**src/rtl/emb_pkg.sv**
```systemverilog
// ---------------------------------------------------------------------------
// Emboss filter package
// Sizes, register codes, queue item type and the fixed emboss kernel.
// ---------------------------------------------------------------------------
package emb_pkg;

  localparam int MAX_WIDTH  = 1024;
  localparam int MAX_HEIGHT = 1024;
  localparam int DIM_W      = 11;
  localparam int COORD_W    = $clog2(MAX_WIDTH);
  localparam int ROW_W      = $clog2(MAX_HEIGHT);
  localparam int IDX_W      = 20;
  localparam int PIX_W      = 8;
  localparam int CFG_IDX_W  = 1;
  localparam int SUM_W      = 12;
  localparam int Q_DEPTH    = 8;
  localparam int Q_PTR_W    = $clog2(Q_DEPTH);
  localparam int Q_CNT_W    = $clog2(Q_DEPTH + 1);

  typedef enum logic [CFG_IDX_W-1:0] {
    REG_IMAGE_WIDTH  = 1'b0,
    REG_IMAGE_HEIGHT = 1'b1
  } cfg_reg_t;

  typedef logic [8:0][PIX_W-1:0] window_t;

  typedef struct packed {
    logic             centre;
    logic             border;
    logic [IDX_W-1:0] centre_index;
    logic [IDX_W-1:0] border_index;
    logic [PIX_W-1:0] filtered;
    logic [PIX_W-1:0] pixel;
  } item_t;

  typedef struct packed {
    logic  valid;
    item_t item;
  } push_t;

  function automatic logic [DIM_W-1:0] clamp_dim(input logic [DIM_W-1:0] v,
                                                  input logic [DIM_W-1:0] maxv);
    logic [DIM_W-1:0] r;
    r = v;
    if (r == '0) r = DIM_W'(1);
    if (r > maxv) r = maxv;
    return r;
  endfunction

  // kernel -2 -1 0 / -1 1 1 / 0 1 2, clamped to 0..255
  function automatic logic [PIX_W-1:0] emboss(input window_t w);
    logic [SUM_W-1:0] pos;
    logic [SUM_W-1:0] neg;
    logic [SUM_W-1:0] d;
    logic [PIX_W-1:0] r;
    pos = SUM_W'(w[4]) + SUM_W'(w[5]) + SUM_W'(w[7]) + (SUM_W'(w[8]) << 1);
    neg = (SUM_W'(w[0]) << 1) + SUM_W'(w[1]) + SUM_W'(w[3]);
    d   = pos - neg;
    if (pos <= neg) r = '0;
    else if (d > SUM_W'(255)) r = '1;
    else r = d[PIX_W-1:0];
    return r;
  endfunction

endpackage

```
**src/rtl/emb_queue.sv**
```systemverilog
// ---------------------------------------------------------------------------
// Emboss item queue
// Short FIFO of classified items between the front end and the back end.
// ---------------------------------------------------------------------------
module emb_queue import emb_pkg::*; (
  input  logic               clk,
  input  logic               rst,
  input  push_t              push,
  input  logic               pop,
  output logic               q_valid,
  output item_t              q_item,
  output logic [Q_CNT_W-1:0] q_count
);

  item_t              slots [Q_DEPTH];
  logic [Q_PTR_W-1:0] wr_ptr;
  logic [Q_PTR_W-1:0] rd_ptr;
  logic               do_pop;

  assign q_valid = q_count != '0;
  assign q_item  = slots[rd_ptr];
  assign do_pop  = pop && q_valid;

  always_ff @(posedge clk) begin
    if (rst) begin
      wr_ptr  <= '0;
      rd_ptr  <= '0;
      q_count <= '0;
    end else begin
      if (push.valid) wr_ptr <= wr_ptr + Q_PTR_W'(1);
      if (do_pop) rd_ptr <= rd_ptr + Q_PTR_W'(1);
      q_count <= q_count + Q_CNT_W'(push.valid) - Q_CNT_W'(do_pop);
    end
  end

  always_ff @(posedge clk) begin
    if (push.valid) slots[wr_ptr] <= push.item;
  end

endmodule

```
**config.mk**
```make
export PLATFORM = sky130hd
export DESIGN_NAME = emb_queue
export DESIGN_NICKNAME = d
export VERILOG_FILES = /design/src/rtl/emb_pkg.sv /design/src/rtl/emb_queue.sv
export SDC_FILE = /design/constraint.sdc
export NUM_CORES = 1
export LEC_CHECK = 0
export BUFFER_PORTS_ARGS = -buffer_cell sky130_fd_sc_hd__clkbuf_2
export CORE_MARGIN = 10
export CORE_UTILIZATION = 45
export DETAILED_ROUTE_END_ITERATION = 10
export GPL_ROUTABILITY_DRIVEN = 0
export SLEW_MARGIN = 25
export SYNTH_ARGS = -nofsm -noshare
export SYNTH_HDL_FRONTEND = slang
export SYNTH_SLANG_ARGS = --single-unit
```
**constraint.sdc**
```tcl
create_clock -name clk -period 11.8 [get_ports clk]
set_input_delay 2.95 -clock clk [delete_from_list [all_inputs] [get_ports clk]]
set_output_delay 2.95 -clock clk [all_outputs]
set_load 0.02 [all_outputs]
```
==> metrics.yaml <==
synthesis.yosys.warnings: 0
crit_path_end_kind: "output port"
remaining_drc_errors: 0
rsz0062_at_grt: "false"
hold_depth: 2
core_um2: 39910
die_h_um: 221.4
first_pass_iters: 7
crit-reg2reg-capture: "slots[7][38]"
ff2ff_setup_slack_ps: 9300
drt_wl_total_um: 35860
ctsHoldBuffers: 0
clk_pin_slew_ps: 60
drt-vias-per-instance: 5.371
fin_skew_ps: 9.001
cts_tree: "done"
reg2reg_from: "wr_ptr[0]"
peakVddDrop_uv: 124.8
io_buffer_count: 124
cp_max_fo: 35
worst_r2r_path_depth: 3
min_from: "rd_ptr[2]"
synth_area_per_cell_um2: 24.47
die_area_um2: 49030
async_flop_share_pct: 0
critPathArrivalTime_ps: 3260
synth_seq_area_share_pct: 77.74
drive_gt1_share_pct: 41.31
worstPathRequired_ps: 8850
htreeDepth: 2
cts_made_buffers: 50
final_area_um2: 21220
dieWidth_um: 221.4
grt_usage_pct: 14.37
cp-start-kind: "flip-flop"
path_buf_inv: 3
critPathKind: "flip-flop to output port"
clock_path_buffers: 3
grt-ovfl-total: 0
fmax_mhz: 161.0
final_cells: 1470
outcome: "finished clean"
p_per_area_nw_per_um2: 196.3
antenna_found_initial: 3
yosysUniqueCellTypes: 28
worstSkewPairLatency_ps: 550
ys.flop_type: "edfxtp_1"
antenna_left: 0
initial_utilization_pct: 45.74
io_pins: 125
grt_pass1_wl_um: 53940
p_leak_nw: 6.916
ctsResizeCount: 0
routedWlPerCell_um: 24.40
cap_violations: 0
setup_viol: 0
synth_cells: 746
cpLargestDelayFamily: "buffers and inverters"
area_growth_pct: 16.20
syn-cell-area_um2: 18260
cpPeakStageDelay_ps: 640
period_share_pct: 52.63
syn-num-nets: 815
hp-class: "flip-flop to flip-flop"
grt_max_degree: 67
synth_edf_count: 464
cts_sinks: 477
layout.nets: 973
place_inst: 1377
slew_headroom_pct: 29.49
hold_viol: 0
vias: 7895
post_cts_buffers: 0
cpMaxStageDelayCell: "buf_4"
setup_slack_ps: 5590
grt_pass1_vias: 8523
rows: 73
place_ws_ps: 6042
dpl_cell_area_um2: 19510
post-route-util_pct: 53.15
path_cells: "buf_16 > buf_4 > mux4_1 > mux2_4 > clkbuf_2"
drt-initial-drc-count: 548
fin_crit_ps: 6210
tightest_slew_ps: 1058
slew_viol_final: 0
cts_root_buffer: "clkbuf_16"
ys_ff_latch: 477
dp_hpwl_um: 18500
finalSetupTns_ps: 0
==> kinds of logic after synthesis <==
| group | Yosys count | synth area share, % |
|---|---|---|
| xor gates and xnor gates | 3 | 0.1439 |
| DFF | 477 | 77.74 |
| and+or+nand+nor | 31 | 0.7881 |
| buffers and inverters | 41 | 1.460 |
| muxes | 177 | 19.05 |
| AOI/OAI and AO/OA | 10 | 0.2947 |
| adders and majority gates | 7 | 0.5208 |
==> cells in the final DEF, fill, tap and decap left out, drive strengths merged, types with 8 or more instances in the layout <==
master,Yosys,layout
mux4,116,116
bufinv,0,8
buf,19,15
edfxtp,464,464
mux2,60,60
inv,8,8
clkinv,0,24
dfxtp,13,13
nor2,13,13
clkbuf,14,184
==> report_power, final <==
part	total, W	switching (W)	internal [W]	leakage [nW]
clock network	0.00159	0.000605	0.000985	0.836
logic	0.000630	0.000335	0.000295	1.76
registers	0.00194	0.0000327	0.00191	4.32
total	0.00417	0.000973	0.00319	6.92
==> worst max-delay path by stage <==
| stage | startpoint | endpoint | cells after the start |
|---|---|---|---|
| floorplan | push[58] | slots[0][0] | 2 |
| global placement | flip-flop | q_item[46] | 4 |
| detailed placement | flip-flop | q_item[55] | 5 |
| CTS | flip-flop | q_item[55] | 5 |
| global route | flip-flop | q_item[55] | 5 |
| finish | flip-flop | q_item[55] | 5 |
==> metal layers <==
layer | share of wire, % | global-route usage (%) | vias up
met5 | 0.095 | 0 | -
met4 | 1.5 | 3.455 | 4
met3 | 5.2 | 3.572 | 47
met2 | 51 | 24.51 | 161
met1 | 42 | 18.11 | 4195
li1 | - | - | 3488
==> synth_stat cells, types with 3 or more instances <==
cell	instances	area share, %
edfxtp_1	464	76
a21oi_1	6	0.16
nor2_1	13	0.27
mux2_2	20	1.2
o21ai_0	3	0.082
dfxtp_1	13	1.4
clkbuf_1	12	0.25
buf_2	13	0.36
mux2_4	40	3.3
mux4_1	8	1.2
mux4_2	108	13
inv_1	8	0.16
nand3_1	3	0.082
nand2b_1	4	0.14
buf_12	5	0.55
nand2_1	5	0.10
ha_1	6	0.41
==> area by class of cell <==
| class | count | area (um^2) |
|---|---|---|
| Clock buffer | 60 | 1353 |
| Clock inverter | 32 | 342.8 |
| Timing Repair Buffer | 139 | 773.2 |
| Inverter | 8 | 30.03 |
| Multi-Input combinational cell | 228 | 3852 |
| Antenna cell | 1 | 2.502 |
| Sequential cell | 477 | 14200 |
| Fill cell | 3008 | 18700 |
| Tap cell | 525 | 656.9 |
==> state kept, by name (all words and copies together), names as in the netlist, named ones only <==
name     cells
q_count      4
rd_ptr       3
slots      464
wr_ptr       3
==> tightest hold or removal path: cells and delay by family, from the launching register on <==
| family | cells | cell delay (ps) |
|---|---|---|
| compound gates | 2 | 180 |
| flops | 1 | 300 |
==> through the flow <==
stage | total power [W] | hold slack (ps)
after floorplan | 0.002440 | 479.9
after detailed placement | 0.002632 | 500.0
after CTS | 0.004233 | 515.8
final | 0.004166 | 515.9
after global routing | 0.004332 | 570.4
after global placement | 0.002622 | 499.0
Power figures use the tool's default switching activity.
