File: src/rtl/emb_pkg.sv
// ---------------------------------------------------------------------------
// Emboss filter package
// Sizes, register codes, queue item type and the fixed emboss kernel.
// ---------------------------------------------------------------------------
package emb_pkg;

  localparam int MAX_WIDTH  = 1024;
  localparam int MAX_HEIGHT = 1024;
  localparam int DIM_W      = 11;
  localparam int COORD_W    = $clog2(MAX_WIDTH);
  localparam int ROW_W      = $clog2(MAX_HEIGHT);
  localparam int IDX_W      = 20;
  localparam int PIX_W      = 8;
  localparam int CFG_IDX_W  = 1;
  localparam int SUM_W      = 12;
  localparam int Q_DEPTH    = 8;
  localparam int Q_PTR_W    = $clog2(Q_DEPTH);
  localparam int Q_CNT_W    = $clog2(Q_DEPTH + 1);

  typedef enum logic [CFG_IDX_W-1:0] {
    REG_IMAGE_WIDTH  = 1'b0,
    REG_IMAGE_HEIGHT = 1'b1
  } cfg_reg_t;

  typedef logic [8:0][PIX_W-1:0] window_t;

  typedef struct packed {
    logic             centre;
    logic             border;
    logic [IDX_W-1:0] centre_index;
    logic [IDX_W-1:0] border_index;
    logic [PIX_W-1:0] filtered;
    logic [PIX_W-1:0] pixel;
  } item_t;

  typedef struct packed {
    logic  valid;
    item_t item;
  } push_t;

  function automatic logic [DIM_W-1:0] clamp_dim(input logic [DIM_W-1:0] v,
                                                  input logic [DIM_W-1:0] maxv);
    logic [DIM_W-1:0] r;
    r = v;
    if (r == '0) r = DIM_W'(1);
    if (r > maxv) r = maxv;
    return r;
  endfunction

  // kernel -2 -1 0 / -1 1 1 / 0 1 2, clamped to 0..255
  function automatic logic [PIX_W-1:0] emboss(input window_t w);
    logic [SUM_W-1:0] pos;
    logic [SUM_W-1:0] neg;
    logic [SUM_W-1:0] d;
    logic [PIX_W-1:0] r;
    pos = SUM_W'(w[4]) + SUM_W'(w[5]) + SUM_W'(w[7]) + (SUM_W'(w[8]) << 1);
    neg = (SUM_W'(w[0]) << 1) + SUM_W'(w[1]) + SUM_W'(w[3]);
    d   = pos - neg;
    if (pos <= neg) r = '0;
    else if (d > SUM_W'(255)) r = '1;
    else r = d[PIX_W-1:0];
    return r;
  endfunction

endpackage

File: src/rtl/emb_res_if.sv
// ---------------------------------------------------------------------------
// Result output channel
// Valid/ready channel carrying one index/value result per beat.
// ---------------------------------------------------------------------------
interface emb_res_if import emb_pkg::*; ();
  logic             valid;
  logic             ready;
  logic [IDX_W-1:0] pixel_index;
  logic [PIX_W-1:0] filtered_value;
  logic             last_of_run;

  modport source (output valid, output pixel_index, output filtered_value,
                  output last_of_run, input ready);
  modport sink   (input valid, input pixel_index, input filtered_value,
                  input last_of_run, output ready);
endinterface

File: src/rtl/emb_back.sv
// ---------------------------------------------------------------------------
// Emboss back end
// Expands each queued item into one or two result beats in index order.
// ---------------------------------------------------------------------------
module emb_back import emb_pkg::*; (
  input  logic       clk,
  input  logic       rst,
  input  logic       q_valid,
  input  item_t      q_item,
  output logic       q_pop,
  emb_res_if.source  res
);

  logic             pending;
  logic [IDX_W-1:0] pend_index;
  logic [PIX_W-1:0] pend_pixel;
  logic             can_load;

  assign can_load = !res.valid || res.ready;
  assign q_pop    = can_load && !pending && q_valid;

  always_ff @(posedge clk) begin
    if (rst) begin
      res.valid <= 1'b0;
      pending   <= 1'b0;
    end else if (can_load) begin
      if (pending) begin
        res.valid <= 1'b1;
        pending   <= 1'b0;
      end else if (q_valid) begin
        res.valid <= 1'b1;
        pending   <= q_item.centre && q_item.border;
      end else begin
        res.valid <= 1'b0;
      end
    end
  end

  always_ff @(posedge clk) begin
    if (can_load) begin
      if (pending) begin
        res.pixel_index    <= pend_index;
        res.filtered_value <= pend_pixel;
        res.last_of_run    <= 1'b1;
      end else if (q_valid) begin
        pend_index <= q_item.border_index;
        pend_pixel <= q_item.pixel;
        if (q_item.centre) begin
          res.pixel_index    <= q_item.centre_index;
          res.filtered_value <= q_item.filtered;
          res.last_of_run    <= !q_item.border;
        end else begin
          res.pixel_index    <= q_item.border_index;
          res.filtered_value <= q_item.pixel;
          res.last_of_run    <= 1'b1;
        end
      end
    end
  end

endmodule

File: src/flat_wrapper.sv
// flat-port wrapper written by rule: the top's interface ports become plain ports
module emb_back_flat import emb_pkg::*;
  (clk, rst, q_valid, q_item, q_pop, res_valid, res_pixel_index, res_filtered_value, res_last_of_run, res_ready);
  emb_res_if res_i ();
  input  logic clk;
  input  logic rst;
  input  logic q_valid;
  input  item_t q_item;
  output logic q_pop;
  output wire logic [$bits(res_i.valid)-1:0] res_valid;
  output wire logic [$bits(res_i.pixel_index)-1:0] res_pixel_index;
  output wire logic [$bits(res_i.filtered_value)-1:0] res_filtered_value;
  output wire logic [$bits(res_i.last_of_run)-1:0] res_last_of_run;
  input wire logic [$bits(res_i.ready)-1:0] res_ready;
  assign res_valid = res_i.valid;
  assign res_pixel_index = res_i.pixel_index;
  assign res_filtered_value = res_i.filtered_value;
  assign res_last_of_run = res_i.last_of_run;
  assign res_i.ready = res_ready;
  emb_back u_core (.clk(clk), .rst(rst), .q_valid(q_valid), .q_item(q_item), .q_pop(q_pop), .res(res_i));
endmodule
File: config.mk
export PLATFORM = sky130hd
export DESIGN_NAME = emb_back_flat
export DESIGN_NICKNAME = d
export VERILOG_FILES = /design/src/rtl/emb_pkg.sv /design/src/rtl/emb_res_if.sv /design/src/rtl/emb_back.sv /design/src/flat_wrapper.sv
export SDC_FILE = /design/constraint.sdc
export NUM_CORES = 1
export LEC_CHECK = 0
export BUFFER_PORTS_ARGS = -buffer_cell sky130_fd_sc_hd__buf_4
export CELL_PAD_IN_SITES_DETAIL_PLACEMENT = 0
export CELL_PAD_IN_SITES_GLOBAL_PLACEMENT = 1
export CORE_ASPECT_RATIO = 0.6
export CORE_MARGIN = 4
export CORE_UTILIZATION = 43
export CTS_BUF_LIST = sky130_fd_sc_hd__clkbuf_8
export CTS_CLUSTER_SIZE = 20
export DETAILED_ROUTE_END_ITERATION = 8
export GPL_ROUTABILITY_DRIVEN = 0
export MAX_ROUTING_LAYER = met4
export PLACE_DENSITY = 0.87
export SLEW_MARGIN = 40
export SYNTH_ARGS = -nofsm -noshare
export SYNTH_HDL_FRONTEND = slang
export SYNTH_SLANG_ARGS = --single-unit
File: constraint.sdc
create_clock -name clk -period 6.53 [get_ports clk]
set_input_delay 0.653 -clock clk [delete_from_list [all_inputs] [get_ports clk]]
set_output_delay 0.653 -clock clk [all_outputs]
set_load 0.05 [all_outputs]
==> metrics.txt, run 1 <==
status finished clean; Routed met1 length 2510 µm; fin crit period 2130 ps; Clock transition at path regs 60 ps; antenna cells 0; residual DRC count 0; H-Tree Depth 3; Sequential Area 1760 µm²; DR pass1 iterations 4; worst slew pin tran 673 ps; largest net degree at the start of global routing 63; total negative slack 0 ps; highest routed layer met4; I/O pin count 93; met3 routed WL 475 µm; antenna viol nets, final 0; CP Cell Sequence buf_4, nor2b_1, nor3_1, buf_4; initial antenna violation count 0; final cell count without fillers 329; WHS 514 ps; CP required 5880 ps; first-pass GRT wire length 8160 µm; final setup margin 4400 ps; Pleak 0.00137 µW; Yosys reg bits 59; CP Buf/Inv Count 2; CP Launch Point res_ready; detail-routed via count per cell 4.82; Setup crit end kind output port; dpl hpwl 3650 µm; CTS resizes 0; CTS max path bufs 2; CP max-delay cell nor2b_1; MaxCap Viol Count 0; starting density of the core 46.0%; most frequent cell on the critical path buf_4; reg2reg start u_core.pending$_SDFFE_PP0P_; vias in the first global route 1,618; share of layout cells above drive strength 1 41.1%; Gate Count Post-Synth 164; # port buffers 92; PD cells 273 nW/µm²; Fmax 468 MHz; Slew Limit Headroom 55.1%; Final #Nets 321; Worst VDD drop 0.000157 V; CP Data Arrival Time 1480 ps; clock latency on the worst-skew pair 320 ps; Core Box Area 5260 µm²; pre-CTS WS 4390 ps; critical-path maximum fanout 5; Fill cells 419; setup bufs post-CTS 0; Initial DRC Count 42; routed len/inst 15.6 µm; DR WL met2 2120 µm; mean post-synth cell area 14.7 µm²; hold path start q_item[4]; Root Buffer clkbuf_8; Worst Path Class, Setup in2out; DR vias 1,586; Final Max Slew Viols 0; CTS buffer count 9; Syn. warnings 0; dpl cells 314; Setup crit start kind input pin; Routed WL 5130 µm; Hold WC Path Type in2reg; Worst path depth 4; row cnt 20; CP peak stage delay 380 ps; gr ovfl total 0; final hold violation count 0; Hold Path Cell Cnt 1; # clock sinks 59; Synth Cell Area 2420 µm²; CTS tree done; final period utilization 32.7%; P&R area growth vs syn 37.5%; # hold bufs at CTS 0; worst r2r path cells 3; Setup-failing EPs final 0; Die ar. 6920 µm²; RSZ-0062 raised after global routing false; syn nets 226; Seq/Total Area, Yosys 72.5%; Total GRT Usage 16.2%; Die X 105 µm; Worst Clk Skew 4.59 ps; family with the most delay on the worst path simple AND/OR/NAND/NOR gates; area of the multi-input gates 601 µm²; Netlist cell types 19; Die Ht 66.1 µm
-- state kept, by name (all words and copies together) (netlist names) --
register and count:
u_core.pend_index 20, u_core.res.pixel_index 20, u_core.pend_pixel 8, u_core.res.filtered_value 8
u_core.pending 1, u_core.res.last_of_run 1, u_core.res.valid 1
-- stage by stage --
| stage | power, µW | utilization (%) | instance area, µm² |
|---|---|---|---|
| final | 907 | 63.3 | 3320 |
| after global routing | 947 | 63.3 | 3320 |
| after CTS | 919 | 63.3 | 3320 |
| after detailed placement | 624 | 60.0 | 3150 |
| after global placement | 623 | 59.9 | 3150 |
| after floorplan | 559 | - | 2420 |
-- synth_stat cells, drive strengths merged --
cell type  count  area [µm²]
nand3b         1        7.51
inv            2        7.51
nand4bb        1        11.3
clkbuf         3        11.3
buf            7        53.8
edfxtp        57        1710
o21ai         28         140
nor2           2        7.51
nand2         28         105
mux2i         28         280
nor3           2        10.0
o31a           1        8.76
dfxtp          2        40.0
nor2b          1        6.26
o41ai          1        16.3
-- report_power, final --
group	switching, µW	internal, µW
Clock	125	167
Sequential	11.0	450
Combinational	95.8	57.8
-- final timing paths --
path | slack, ps | to
max reg2reg | 4460 | u_core.res.last_of_run$_SDFFCE_PP1P_
min | 510 | u_core.pend_pixel[4]$_DFFE_PP_
max | 4400 | q_pop
min reg2reg | 530 | u_core.res.pixel_index[13]$_DFFE_PP_
-- metal layers --
metal	up-vias	track usage [%]
li1	798	-
met2	70	21.6
met4	0	4.91
met5	-	-
met3	5	7.32
met1	713	22.2
-- cell families after synthesis --
kind of cell / share of synthesized area [%]
flops: 72.5
simple gates: 6.11
compound gates: 6.83
mux: 11.6
buf+inv: 3.00
-- cell type report --
cell class                 instances  area share (%)
sequential                        59            52.8
timing repair buffer              94            21.2
multi-input combinational         93            18.1
clock buffer                       9            3.73
tap                               66            2.48
clock inverter                     6            1.47
inverter                           2           0.226
-- placed cells by master (no fill, tap or decap), drive strengths merged --
master / netlist / routed
nor2: 2 / 2
inv: 2 / 3
o41ai: 1 / 1
nand2: 28 / 28
dfxtp: 2 / 2
o31a: 1 / 1
nor2b: 1 / 1
mux2i: 28 / 28
buf: 7 / 94
o21ai: 28 / 28
clkbuf: 3 / 9
nand4bb: 1 / 1
nand3b: 1 / 1
nor3: 2 / 2
clkinv: 0 / 4
edfxtp: 57 / 57
bufinv: 0 / 1
(Power assumes the default switching activity.)
==> run 2, diff against run 1 <==
--- a/config.mk
+++ b/config.mk
@@ -10,13 +10,13 @@
 export CELL_PAD_IN_SITES_GLOBAL_PLACEMENT = 1
 export CORE_ASPECT_RATIO = 0.6
 export CORE_MARGIN = 4
-export CORE_UTILIZATION = 43
+export CORE_UTILIZATION = 40
 export CTS_BUF_LIST = sky130_fd_sc_hd__clkbuf_8
 export CTS_CLUSTER_SIZE = 20
 export DETAILED_ROUTE_END_ITERATION = 8
 export GPL_ROUTABILITY_DRIVEN = 0
 export MAX_ROUTING_LAYER = met4
-export PLACE_DENSITY = 0.87
+export PLACE_DENSITY = 0.81
 export SLEW_MARGIN = 40
 export SYNTH_ARGS = -nofsm -noshare
 export SYNTH_HDL_FRONTEND = slang
==> constraint.sdc (replaced) <==
create_clock -name clk -period 2.12 [get_ports clk]
set_input_delay 0.212 -clock clk [delete_from_list [all_inputs] [get_ports clk]]
set_output_delay 0.212 -clock clk [all_outputs]
set_load 0.05 [all_outputs]
==> metrics.txt, run 2 (synthesized netlist as in run 1, its figures left out) <==
final period utilization 87.1%; Clock transition at path regs 60 ps (about the same); clock share of power 30.6% (was 32.2%); Final #Nets 323 (was 321); total negative slack 0 ps (unchanged); Pleak 0.00139 µW (was 0.00137 µW); Int Pwr 2000 µW (was 675 µW); antenna cells 0 (unchanged); critical-path maximum fanout 42 (was 5); antenna viol nets, final 0 (unchanged); Setup-failing EPs final 0 (unchanged); Total GRT Usage 14.8% (was 16.2%); Final Max Slew Viols 0 (unchanged); CP required 1910 ps (was 5880 ps); CTS buffer count 9 (unchanged); starting density of the core 42.4% (was 46.0%); share of layout cells above drive strength 1 42.5% (was 41.1%); # hold bufs at CTS 0 (unchanged); row cnt 21 (was 20); first-pass GRT wire length 7590 µm (was 8160 µm); Setup crit end kind output port (unchanged); # port buffers 92 (unchanged); Psw 724 µW (was 232 µW); Worst Clk Skew 5.84 ps (was 4.59 ps); gr ovfl total 0 (unchanged); Hold WC Path Type in2reg (unchanged); initial antenna violation count 0 (unchanged); Largest regs u_core.pend_index x20, u_core.res.pixel_index x20 (unchanged); CP Launch Point u_core.pending$_SDFFE_PP0P_ (was res_ready); final hold violation count 0 (unchanged); sw frac 26.5% (was 25.6%); RSZ-0062 raised after global routing false (unchanged); Die ar. 7390 µm² (was 6920 µm²); Fmax 542 MHz; MaxCap Viol Count 0 (unchanged); Routed WL 5130 µm (about the same); Initial DRC Count 60 (was 42); CP peak stage delay 560 ps (was 380 ps); CTS tree done (unchanged); hold path start q_item[27] (was q_item[4]); status finished clean (unchanged); Core Box Area 5700 µm² (was 5260 µm²); CP Data Arrival Time 1630 ps (was 1480 ps); residual DRC count 0 (unchanged); most frequent cells in the layout buf_4 (96), edfxtp_1 (57), mux2i_1 (28), nand2_1 (28), o21ai_1 (19) (was buf_4 (94), edfxtp_1 (57), mux2i_1 (28), nand2_1 (28), o21ai_1 (19)); routed len/inst 14.8 µm (was 15.6 µm); Setup crit start kind flip-flop (was input pin); detail-routed via count per cell 4.58 (was 4.82); Die X 108 µm (was 105 µm); P&R area growth vs syn 38.7% (was 37.5%); I/O pin count 93 (unchanged); Layout Utilization 58.8% (was 63.3%); most frequent cell on the critical path buf_4 (unchanged); CTS max path bufs 2 (unchanged); setup bufs post-CTS 0 (unchanged); combinational power share 17.6% (was 16.9%); DR vias 1,586 (unchanged); vias in the first global route 1,589 (was 1,618); # clock sinks 59 (unchanged); worst slew pin tran 509 ps (was 673 ps); Worst VDD drop 0.000496 V (was 0.000157 V); sequential share of power 51.8% (was 50.8%); Reg2Reg Setup Slack 490 ps (was 4460 ps); reg2reg start u_core.res.valid$_SDFFE_PP0P_ (was u_core.pending$_SDFFE_PP0P_); clock latency on the worst-skew pair 330 ps (was 320 ps); dpl hpwl 3660 µm (was 3650 µm); Root Buffer clkbuf_8 (unchanged); PD cells 814 nW/µm² (was 273 nW/µm²); H-Tree Depth 3 (unchanged); DR pass1 iterations 4 (unchanged); Die Ht 68.2 µm (was 66.1 µm); CP max-delay cell dfxtp_2 (was nor2b_1); largest net degree at the start of global routing 43 (was 63); fin crit period 1850 ps; CP Cell Sequence buf_4, nor3_1, buf_4 (was buf_4, nor2b_1, nor3_1, buf_4); CTS resizes 0 (unchanged); most common cell after layout, fill and taps aside buf_4 (unchanged); Slew Limit Headroom 66.0% (was 55.1%); Worst Path Class, Setup reg2out (was in2out)
## run 2: power groups by stage
stage | Clock (µW) | Combinational (µW) | Sequential (µW)
2_1_floorplan | 0 | 120 | 1600
3_3_place_gp | 0 | 484 | 1440
3_5_place_dp | 0 | 488 | 1440
4_1_cts | 871 | 488 | 1410
5_1_grt | 923 | 516 | 1420
6_report | 834 | 481 | 1410
## run 2: area by class of cell
cell class,instances,area [µm²]
Clock buffer,10,138
Clock inverter,6,26.3
Fill cell,470,2350
Inverter,2,7.51
Multi-Input combinational cell,93,607
Sequential cell,59,1750
Tap cell,80,100
Timing Repair Buffer,96,721
## run 2: per-stage QoR
| step | cells | instance area [µm²] | power, µW | hold slack, ps | setup WS, ps |
|---|---|---|---|---|---|
| final | 346 | 3350 | 2730 | 64.7 | 274 |
| after global placement | 330 | 3190 | 1920 | 401 | 505 |
| after global routing | 346 | 3350 | 2860 | 39.2 | 118 |
| after CTS | 346 | 3350 | 2770 | 40.2 | 230 |
| after detailed placement | 330 | 3190 | 1930 | 401 | 472 |
| after floorplan | 164 | 2430 | 1720 | 311 | 95.3 |
## run 2: worst paths after layout
| kind | endpoint | cells past startpoint |
|---|---|---|
| worst max-delay path | q_pop | 3 |
| worst min-delay path | u_core.pend_index[11]$_DFFE_PP_ | 1 |
| worst max register to register | u_core.pend_index[9]$_DFFE_PP_ | 3 |
| worst min register to register | u_core.pending$_SDFFE_PP0P_ | 2 |
## run 2: critical path: cells and delay by family, from the launching register on
family / cells / cell delay (ps)
buffers and inverters: 2 / 630
AND/OR/NAND/NOR: 1 / 110
flip-flops: 1 / 560
## run 2: per-layer routing
metal  track usage (%)  up-vias  routed length [µm]  share of wire [%]
li1                  -      804                   -                  -
met1              16.1      714                2200                 43
met2              23.2       59                2410                 47
met4              6.14        0                  72                1.4
met5                 -        -                   0                  0
met3              7.63        9                 439                8.6
==> run 3, diff against run 2 <==
--- a/config.mk
+++ b/config.mk
@@ -10,13 +10,12 @@
 export CELL_PAD_IN_SITES_GLOBAL_PLACEMENT = 1
 export CORE_ASPECT_RATIO = 0.6
 export CORE_MARGIN = 4
-export CORE_UTILIZATION = 40
-export CTS_BUF_LIST = sky130_fd_sc_hd__clkbuf_8
+export CORE_UTILIZATION = 38
 export CTS_CLUSTER_SIZE = 20
 export DETAILED_ROUTE_END_ITERATION = 8
 export GPL_ROUTABILITY_DRIVEN = 0
 export MAX_ROUTING_LAYER = met4
-export PLACE_DENSITY = 0.81
+export PLACE_DENSITY = 0.78
 export SLEW_MARGIN = 40
 export SYNTH_ARGS = -nofsm -noshare
 export SYNTH_HDL_FRONTEND = slang
==> metrics.txt, run 3 (synthesized netlist as in run 1, its figures left out) <==
first-pass GRT wire length 8660 µm (was 7590 µm); Total GRT Usage 15.2% (was 14.8%); CP Buf/Inv Count 1 (was 2); critical-path maximum fanout 5 (was 42); Int Pwr 1980 µW (was 2000 µW); P&R area growth vs syn 38.8% (was 38.7%); CP peak stage delay 510 ps (was 560 ps); # hold bufs at CTS 0 (unchanged); Reg2Reg Setup Slack 590 ps (was 490 ps); combinational power share 18.1% (was 17.6%); status finished clean (unchanged); antenna viol nets, final 0 (unchanged); CP required 1910 ps (about the same); dpl hpwl 3840 µm (was 3660 µm); starting density of the core 39.4% (was 42.4%); sw frac 27.1% (was 26.5%); hold path start q_item[21] (was q_item[27]); DR vias 1,590 (was 1,586); clock latency on the worst-skew pair 330 ps (about the same); H-Tree Depth 3 (unchanged); worst slew pin tran 597 ps (was 509 ps); Initial DRC Count 65 (was 60); antenna cells 0 (unchanged); final hold violation count 0 (unchanged); # port buffers 92 (unchanged); Slew Limit Headroom 60.1% (was 66.0%); setup bufs post-CTS 0 (unchanged); residual DRC count 0 (unchanged); DR pass1 iterations 4 (unchanged); RSZ-0062 raised after global routing false (unchanged); most common cell after layout, fill and taps aside buf_4 (unchanged); total negative slack 0 ps (unchanged); CTS buffer count 9 (unchanged); vias in the first global route 1,688 (was 1,589); I/O pin count 93 (unchanged); Die X 111 µm (was 108 µm); Die Ht 69.8 µm (was 68.2 µm); CTS max path bufs 2 (unchanged); clock share of power 29.8% (was 30.6%); CP Cell Sequence nor2b_1, nor3_1, buf_4 (was buf_4, nor3_1, buf_4); row cnt 22 (was 21); Final Max Slew Viols 0 (unchanged); MaxCap Viol Count 0 (unchanged); detail-routed via count per cell 4.56 (was 4.58); Fmax 582 MHz (was 542 MHz); gr ovfl total 0 (unchanged); final period utilization 81.1% (was 87.1%); CP Launch Point u_core.res.valid$_SDFFE_PP0P_ (was u_core.pending$_SDFFE_PP0P_); sequential share of power 52.1% (was 51.8%); largest net degree at the start of global routing 58 (was 43); Post-DP Area 3200 µm² (was 3190 µm²); Die ar. 7740 µm² (was 7390 µm²); share of layout cells above drive strength 1 41.1% (was 42.5%); Clock transition at path regs 60 ps (about the same); routed len/inst 15.4 µm (was 14.8 µm); CP Data Arrival Time 1510 ps (was 1630 ps); Routed WL 5370 µm (was 5130 µm); CP max-delay cell nor2b_1 (was dfxtp_2); Root Buffer clkbuf_8 (unchanged); Worst Clk Skew 5.34 ps (was 5.84 ps); Psw 735 µW (was 724 µW); Setup crit start kind flip-flop (unchanged); most frequent cells in the layout buf_4 (94), edfxtp_1 (57), mux2i_1 (28), nand2_1 (28), o21ai_1 (19) (was buf_4 (96), edfxtp_1 (57), mux2i_1 (28), nand2_1 (28), o21ai_1 (19)); Hold WC Path Type in2reg (unchanged); fin crit period 1720 ps (was 1850 ps); # clock sinks 59 (unchanged); Pleak 0.00137 µW (was 0.00139 µW); Largest regs u_core.pend_index x20, u_core.res.pixel_index x20 (unchanged); Worst Path Class, Setup reg2out (unchanged); Finished Cell Area 3350 µm² (about the same); Setup-failing EPs final 0 (unchanged); initial antenna violation count 0 (unchanged); Setup crit end kind output port (unchanged); reg2reg start u_core.res.valid$_SDFFE_PP0P_ (unchanged); family with the most delay on the worst path simple AND/OR/NAND/NOR gates (was buffers and inverters); Final #Nets 322 (was 323); PD cells 809 nW/µm² (was 814 nW/µm²); CTS tree done (unchanged); Worst VDD drop 0.000393 V (was 0.000496 V); Core Box Area 6140 µm² (was 5700 µm²); CTS resizes 0 (unchanged)
==> run 3: cell types whose count changed in the layout (fill, tap and decap cells not counted), sizes merged <==
cell / before / now
inv: 5 / 2
clkinv: 3 / 5
buf: 96 / 95
clkbuf: 10 / 11
==> run 3: through the flow <==
step	worst slack, ps	std cells	power, µW	utilization (%)	hold WS, ps
final	401	349	2710	54.6	61.0
after global routing	270	349	2850	54.6	38.9
after CTS	370	349	2750	54.6	38.1
after detailed placement	604	333	1930	52.2	401
after global placement	662	333	1930	52.2	401
after floorplan	95.3	164	1720	-	311
==> run 3: final timing paths <==
kind / depth (start not counted) / endpoint
worst max-delay path: 3 / q_pop
worst min-delay path: 1 / u_core.pend_index[5]$_DFFE_PP_
worst max register to register: 3 / u_core.res.last_of_run$_SDFFCE_PP1P_
worst min register to register: 2 / u_core.res.pixel_index[13]$_DFFE_PP_
==> run 3: metal layers <==
metal | GRT usage [%] | routed length (µm) | up-vias
met3 | 8.89 | 600 | 7
met2 | 19.4 | 2060 | 76
met1 | 20.3 | 2660 | 705
met5 | - | 0 | -
met4 | 4.10 | 49 | 0
li1 | - | - | 802
==> run 3: area by class of cell <==
| class | count | area, µm² |
|---|---|---|
| clock inverter | 5 | 20.0 |
| timing repair buffer | 95 | 726 |
| sequential | 59 | 1750 |
| fill | 526 | 2780 |
| clock buffer | 11 | 131 |
| multi-input combinational | 93 | 612 |
| inverter | 2 | 7.51 |
| tap | 84 | 105 |
==> run 3: power groups by stage <==
stage,registers [µW],clock network [µW],logic (µW)
5_1_grt,1420,905,525
4_1_cts,1410,839,498
6_report,1410,808,492
3_5_place_dp,1440,0,498
2_1_floorplan,1600,0,120
3_3_place_gp,1440,0,494
